<file path="src/hw/rtl/shg_pkg.sv">
// ----------------------------------------------------------------------------
// shg_pkg
// Shared types, constants and codes for the spatial hash grid radius query.
// ----------------------------------------------------------------------------
package shg_pkg;

    localparam int COORD_W   = 24;
    localparam int R2_W      = 50;
    localparam int IDX_OUT_W = 15;
    localparam int CELL_W    = 17;
    localparam int INV_W     = 13;
    localparam int PROD_W    = 38;
    localparam int DIST_W    = 52;

    localparam int DEF_TABLE_SLOTS   = 65536;
    localparam int DEF_MAX_POINTS    = 32768;
    localparam int DEF_MAX_NEIGHBORS = 64;
    localparam int DEF_COORD_BITS    = 24;

    localparam logic [INV_W-1:0] INV_RESET = 13'd1024;

    localparam logic [31:0] HASH_KX = 32'd73856093;
    localparam logic [31:0] HASH_KY = 32'd19349663;
    localparam logic [31:0] HASH_KZ = 32'd83492791;

    localparam logic [1:0] ACT_CLEAR  = 2'd0;
    localparam logic [1:0] ACT_INSERT = 2'd1;
    localparam logic [1:0] ACT_QUERY  = 2'd2;

    localparam logic [1:0] ST_OK         = 2'd0;
    localparam logic [1:0] ST_TABLE_FULL = 2'd1;
    localparam logic [1:0] ST_STORE_FULL = 2'd2;

    typedef struct packed {
        logic [1:0]              action;
        logic signed [COORD_W-1:0] x_coord;
        logic signed [COORD_W-1:0] y_coord;
        logic signed [COORD_W-1:0] z_coord;
        logic [R2_W-1:0]         radius_sq;
    } req_t;

    typedef struct packed {
        logic                 has_point;
        logic [IDX_OUT_W-1:0] point_index;
        logic [R2_W-1:0]      dist_sq;
        logic [1:0]           status;
        logic                 truncated;
        logic                 last;
    } res_t;

    typedef enum logic [2:0] {
        EM_NONE,
        EM_HIT,
        EM_FINAL,
        EM_INSERT,
        EM_TBL_FULL,
        EM_STORE_FULL
    } emit_t;

    typedef struct packed {
        logic  load_req;
        logic  mul_cell;
        logic  load_cell;
        logic  hash_mul;
        logic  hash_fin;
        logic  probe_adv;
        logic  ins_write;
        logic  walk_start;
        logic  sq_mul;
        logic  walk_adv;
        logic  cell_adv;
        logic  sweep_step;
        logic  clr_done;
        logic  set_trunc;
        emit_t emit;
    } cmd_t;

    typedef struct packed {
        logic [1:0] act;
        logic store_full;
        logic sweep_done;
        logic slot_free;
        logic slot_match;
        logic probe_last;
        logic chain_end;
        logic link_valid;
        logic hit;
        logic cnt_full;
        logic cells_done;
        logic held_valid;
        logic out_free;
    } sts_t;

endpackage

</file>
<file path="src/hw/rtl/shg_ctrl.sv">
// ----------------------------------------------------------------------------
// shg_ctrl
// Sequencer for clear, insert with probing, and the 27-cell radius walk.
// ----------------------------------------------------------------------------
module shg_ctrl (
    input  logic          clk,
    input  logic          rst_n,
    input  logic          req_valid,
    output logic          req_stall,
    input  shg_pkg::sts_t sts,
    output shg_pkg::cmd_t cmd
);

    typedef enum logic [14:0] {
        S_INIT  = 15'b000000000000001,
        S_IDLE  = 15'b000000000000010,
        S_DISP  = 15'b000000000000100,
        S_SFULL = 15'b000000000001000,
        S_CELL  = 15'b000000000010000,
        S_H1    = 15'b000000000100000,
        S_H2    = 15'b000000001000000,
        S_PRD   = 15'b000000010000000,
        S_PCHK  = 15'b000000100000000,
        S_WCHK  = 15'b000001000000000,
        S_WSQ   = 15'b000010000000000,
        S_WSUM  = 15'b000100000000000,
        S_NEXT  = 15'b001000000000000,
        S_FIN   = 15'b010000000000000,
        S_CLR   = 15'b100000000000000
    } state_t;

    state_t state_reg, state_next;

    assign req_stall = (state_reg != S_IDLE);

    always_comb
    begin
        state_next = state_reg;
        cmd        = '0;
        cmd.emit   = shg_pkg::EM_NONE;
        case (state_reg)
            S_INIT:
            begin
                cmd.sweep_step = 1'b1;
                if (sts.sweep_done)
                begin
                    state_next = S_IDLE;
                end
            end
            S_IDLE:
            begin
                if (req_valid)
                begin
                    cmd.load_req = 1'b1;
                    state_next   = S_DISP;
                end
            end
            S_DISP:
            begin
                cmd.mul_cell = 1'b1;
                case (sts.act)
                    shg_pkg::ACT_CLEAR:  state_next = S_CLR;
                    shg_pkg::ACT_INSERT: state_next = sts.store_full ? S_SFULL : S_CELL;
                    shg_pkg::ACT_QUERY:  state_next = S_CELL;
                    default:             state_next = S_IDLE;
                endcase
            end
            S_SFULL:
            begin
                if (sts.out_free)
                begin
                    cmd.emit   = shg_pkg::EM_STORE_FULL;
                    state_next = S_IDLE;
                end
            end
            S_CELL:
            begin
                cmd.load_cell = 1'b1;
                state_next    = S_H1;
            end
            S_H1:
            begin
                cmd.hash_mul = 1'b1;
                state_next   = S_H2;
            end
            S_H2:
            begin
                cmd.hash_fin = 1'b1;
                state_next   = S_PRD;
            end
            S_PRD:
            begin
                state_next = S_PCHK;
            end
            S_PCHK:
            begin
                if (sts.act == shg_pkg::ACT_INSERT)
                begin
                    if (sts.slot_free || sts.slot_match)
                    begin
                        if (sts.out_free)
                        begin
                            cmd.ins_write = 1'b1;
                            cmd.emit      = shg_pkg::EM_INSERT;
                            state_next    = S_IDLE;
                        end
                    end
                    else if (sts.probe_last)
                    begin
                        if (sts.out_free)
                        begin
                            cmd.emit   = shg_pkg::EM_TBL_FULL;
                            state_next = S_IDLE;
                        end
                    end
                    else
                    begin
                        cmd.probe_adv = 1'b1;
                        state_next    = S_PRD;
                    end
                end
                else
                begin
                    if (sts.slot_match)
                    begin
                        cmd.walk_start = 1'b1;
                        state_next     = S_WCHK;
                    end
                    else if (sts.slot_free || sts.probe_last)
                    begin
                        state_next = S_NEXT;
                    end
                    else
                    begin
                        cmd.probe_adv = 1'b1;
                        state_next    = S_PRD;
                    end
                end
            end
            S_WCHK:
            begin
                state_next = sts.chain_end ? S_NEXT : S_WSQ;
            end
            S_WSQ:
            begin
                cmd.sq_mul = 1'b1;
                state_next = S_WSUM;
            end
            S_WSUM:
            begin
                if (sts.hit && sts.cnt_full)
                begin
                    cmd.set_trunc = 1'b1;
                    state_next    = S_FIN;
                end
                else if (!sts.hit || !sts.held_valid || sts.out_free)
                begin
                    if (sts.hit)
                    begin
                        cmd.emit = shg_pkg::EM_HIT;
                    end
                    if (sts.link_valid)
                    begin
                        cmd.walk_adv = 1'b1;
                        state_next   = S_WCHK;
                    end
                    else
                    begin
                        state_next = S_NEXT;
                    end
                end
            end
            S_NEXT:
            begin
                if (sts.cells_done)
                begin
                    state_next = S_FIN;
                end
                else
                begin
                    cmd.cell_adv = 1'b1;
                    state_next   = S_H1;
                end
            end
            S_FIN:
            begin
                if (sts.out_free)
                begin
                    cmd.emit   = shg_pkg::EM_FINAL;
                    state_next = S_IDLE;
                end
            end
            S_CLR:
            begin
                cmd.sweep_step = 1'b1;
                if (sts.sweep_done)
                begin
                    cmd.clr_done = 1'b1;
                    state_next   = S_FIN;
                end
            end
            default:
            begin
                state_next = S_IDLE;
            end
        endcase
    end

    always_ff @(posedge clk or negedge rst_n)
    begin
        if (!rst_n)
        begin
            state_reg <= S_INIT;
        end
        else
        begin
            state_reg <= state_next;
        end
    end

endmodule

</file>
<file path="config.mk">
export PLATFORM = sky130hd
export DESIGN_NAME = shg_ctrl
export DESIGN_NICKNAME = d
export VERILOG_FILES = /design/src/hw/rtl/shg_pkg.sv /design/src/hw/rtl/shg_ctrl.sv
export SDC_FILE = /design/constraint.sdc
export NUM_CORES = 1
export LEC_CHECK = 0
export BUFFER_PORTS_ARGS = -buffer_cell sky130_fd_sc_hd__clkbuf_2
export CORE_MARGIN = 2
export CORE_UTILIZATION = 41
export CTS_CLUSTER_SIZE = 20
export DETAILED_ROUTE_END_ITERATION = 8
export MAX_ROUTING_LAYER = met4
export PLACE_DENSITY_LB_ADDON = 0.25
export SYNTH_ARGS = -nofsm -noshare
export SYNTH_HDL_FRONTEND = slang
export SYNTH_SLANG_ARGS = --single-unit
</file>
<file path="constraint.sdc">
create_clock -name clk -period 5.06 [get_ports clk]
set_input_delay 0.759 -clock clk [delete_from_list [all_inputs] [get_ports clk]]
set_output_delay 0.759 -clock clk [all_outputs]
set_load 0.01 [all_outputs]
</file>
* Yosys cells after proc, flatten, opt, wreduce, memory -nomap -nowiden
Index checks and enable logic that the tools add are counted.
** Word-level totals
- Flip-flop bits (word level) :: 15
- Bits of input ports :: 17
- Output and inout port bits :: 18
- Word-level logic and storage cells :: 91
** Cells by class
- Equality and inequality tests :: 22
- Multiplexer cells :: 57
- Reduce and logical (&&, ||, !) cells :: 11
** Operators with widths (number)
- case mux 15 bit (14 select lines) :: 1
- two-way mux 15 bit :: 10
- case mux 15 bit (3 select lines) :: 1
- two-way mux 13 bit :: 3
- two-way mux 1 bit :: 31
- two-way mux 3 bit :: 6
- == test 15 x 1 -> 1 bit (second input constant) :: 1
- == test 15 x 10 -> 1 bit (second input constant) :: 1
- == test 15 x 11 -> 1 bit (second input constant) :: 1
- == test 15 x 12 -> 1 bit (second input constant) :: 1
- == test 15 x 13 -> 1 bit (second input constant) :: 1
- == test 15 x 14 -> 1 bit (second input constant) :: 1
- == test 15 bit (second input constant) :: 1
- == test 15 x 2 -> 1 bit (second input constant) :: 1
- == test 15 x 3 -> 1 bit (second input constant) :: 1
- == test 15 x 4 -> 1 bit (second input constant) :: 1
- == test 15 x 5 -> 1 bit (second input constant) :: 1
- == test 15 x 6 -> 1 bit (second input constant) :: 1
- == test 15 x 7 -> 1 bit (second input constant) :: 1
- == test 15 x 8 -> 1 bit (second input constant) :: 1
- == test 15 x 9 -> 1 bit (second input constant) :: 1
- inequality test 15 x 2 -> 1 bit (second input constant) :: 1
- two-way mux 14 bit :: 1
- case mux 3 bit (4 select lines) :: 1
- 12 further kinds :: 20

* Logic depth before layout (Yosys ltp)
- Word-level depth :: 6
- Mapped depth :: 7
- Gate-level depth less buffers :: 6

* Least setup slack after synthesis
Ideal clock, no wire load.
- Kind :: register to output
- Start :: reg state_reg[12]
- End :: out cmd[0] in the netlist's numbering
- Arrival time :: 1768 ps
- Required time :: 4301 ps
- Slack :: 2533 ps
- Stages on the path, launching flop included :: 7
- Buffers on the path :: 1
- Cells stage by stage :: dfrtp_1 -> buf_6 -> nor3_1 -> nand3_2 -> nor2_2 -> o2111a_1 -> or3_1
** RTL lines
- start: declaration :: RTL line shg_ctrl.sv:32 : state_t state_reg, state_next;
- start signal: assignment :: RTL line shg_ctrl.sv:217 : state_reg <= state_next;
- end: declaration :: RTL line shg_ctrl.sv:11 : output shg_pkg::cmd_t cmd

==> impl_metrics.tcl <==
set metrics [dict create \
    syn-num-nets 164 \
    critPathCaptureType "primary output" \
    path_delay_family "simple AND/OR/NAND/NOR gates" \
    nets 199 \
    antenna_cells 0 \
    syn_area_sq_mm 0.00126 \
    status "complete, no violations" \
    rrSetupSlack_ps 2890 \
    crit_fanout 10 \
    required_ps 4300 \
    largest_register_ff_count 15 \
    syn_avg_cell_area_sq_um 8.56 \
    drive_gt1_share_pct 31.5 \
    start_util_pct 42.3 \
    grtUsageTotal_pct 21.4 \
    cts_hold_buf 0 \
    synth_cell_type_count 51 \
    arrival_ps 2440 \
    power_density_mw_per_mm2 306 \
    cp-startpoint "state_reg[12]" \
    hold_violations 0 \
    fin_skew_ps 1.58 \
    utilization_pct 49.4 \
    fin_setup_tns_ps 0 \
    cp_cell_sequence "nor3_1 -> nand3_2 -> nor2_2 -> o2111a_1 -> or3_1 -> clkbuf_2" \
    yosysSeqAreaShare_pct 29.9 \
    synth_fa_ha_area_share_pct 0 \
    ioPinCount 35 \
    synth_most_common_cell "nor2_1" \
    wl_per_cell_um 16.0 \
    grt_first_pass_wirelength_um 5450 \
    port_buffers 34 \
    post-route-period-util_pct 63.3 \
    final-setup-viol-count 0 \
    synth_commonest_cells "nor2_1 (22), dfrtp_1 (14), a21oi_1 (7), nand2b_1 (7)" \
    viasPerCell 5.95 \
    cts_htree_levels 1 \
    path_buf_inv 1 \
    ir_drop_v 0.000153 \
    num_rows 20 \
    rsz0062_at_grt "false" \
    tightest_slew_ps 668 \
    max_freq_ghz 0.312 \
    die-area_sq_mm 0.00353 \
    drtIter0Drc 71 \
    synth_edf_count 0 \
    yosysWarnings 0 \
    cts_buffer_depth 2 \
    synth.area.top_cells "dfrtp_1 (28%), nor2_1 (6.6%), nand2b_1 (3.5%), xor2_1 (3.5%), nor4_4 (3.4%)" \
    power_mw 0.451 \
    ant_nets 0 \
    core-area_sq_mm 0.00298 \
    synth_top_family_by_area "simple AND/OR/NAND/NOR gates" \
    critPathKind "flop to primary output" \
    drv_cap 0 \
    ctsRootBufferMaster "clkbuf_4" \
    cts_setup_buffers 0 \
    hp-class "input port to async pin" \
    cts_tree "done" \
    die_w_um 59.4 \
    die_y_um 59.4 \
    synth_top_area_share_pct 27.8 \
    holdWs_ps 375 \
    grt_pass1_vias 1179 \
    async_reset_ff_share_pct 100 \
    dr.pass1.iters 4 \
    insertion_delay_ps 290 \
    synth_xor_area_share_pct 3.48 \
    rr_startpoint "state_reg[12]" \
    drv_slew 0 \
    hpwlAfterDp_um 2700 \
    synth_mux_area_share_pct 0.795 \
    clkTransAtPathRegs_ps 100 \
    synth-compound-area-share_pct 15.8 \
    p_leak_nw 0.711 \
    antenna_found_initial 0 \
    slowest_delay_ps 610 \
    cts_resized 0 \
    synth-main-ff-cell "dfrtp_1" \
    place.gp.congestion 0.972 \
    grt_max_degree 16 \
    syn_inst 147 \
    ys_ff_latch 15 \
    wirelength_um 3420 \
    cp_slowest_cell "nor3_1" \
    relSlewSlack_pct 55.1 \
    drc 0 \
    clock-sinks 15 \
    yosysTopAreaCell "dfrtp_1" \
    critPathLaunchType "flop" \
    min_period_ps 3200 \
    grt_overflow 0 \
    syn_to_final_growth_pct 16.8 \
    synthSimpleGateAreaFrac_pct 46.7 \
    cts_buffers 3 \
    vias 1273 \
]
## metrics by stage
step                      cell area (sq um)  setup slack [ps]  cells
final                                  1470              1860    214
after global routing                   1470              1690    214
after CTS                              1470              1900    214
after detailed placement               1440              2250    210
after global placement                 1440              2370    210
after floorplan                        1260              2530    147
## worst paths after layout
kind / cells after the start / to
worst min register to register: 1 / state_reg[0]
worst max-delay path: 6 / cmd[0]
min in group clk: 1 / state_reg[0]
max in group asynchronous: 1 / state_reg[0]
worst min-delay path: 1 / state_reg[8]
worst max register to register: 6 / state_reg[12]
## worst register-to-register path: stages (launching register included)
cell      delay [ps]
dfrtp_1          500
nor3_1           610
nand4_1          300
a21oi_1          180
or4_1            190
nand2_1          140
a211oi_2         180
## layer usage
layer,track usage (%),routed length (um),up-vias
met5,-,0,-
met4,8.77,51,0
li1,-,-,615
met2,33.0,1570,52
met3,3.49,200,9
met1,27.6,1600,597
## area by class of cell
class                      instances  area [sq um]
clock buffer                       4          26.3
fill                             289          1510
inverter                           4          15.0
multi-input combinational        124           841
sequential                        15           377
tap                               33          41.3
timing repair buffer              34           170
## power breakdown
part           switching, mW  internal, mW
Combinational          0.141        0.0835
Sequential            0.0204         0.130
Clock                 0.0452        0.0307
Total                  0.206         0.244
## placed cells by master, fill, tap and decap left out, drive strengths merged, types with 2 or more instances in the layout
cell type,count
a21oi,8
inv,4
clkbuf,38
o21a,2
nor2,23
nand4,5
o21ai,5
nand2,5
or4b,2
and3,4
nand3,7
nor3,8
xor2,5
and2,4
nand3b,3
nand2b,7
nor3b,6
and4b,2
nor4,5
or2,4
dfrtp,14
## cell families (layout without fill, tap and decap cells)
family / after synthesis / after routing
buf+inv: 8 / 42
simple gates: 91 / 91
mux: 1 / 1
compound gates: 27 / 27
flops: 15 / 15
xor+xnor: 5 / 5
Power figures use the tool's default switching activity.
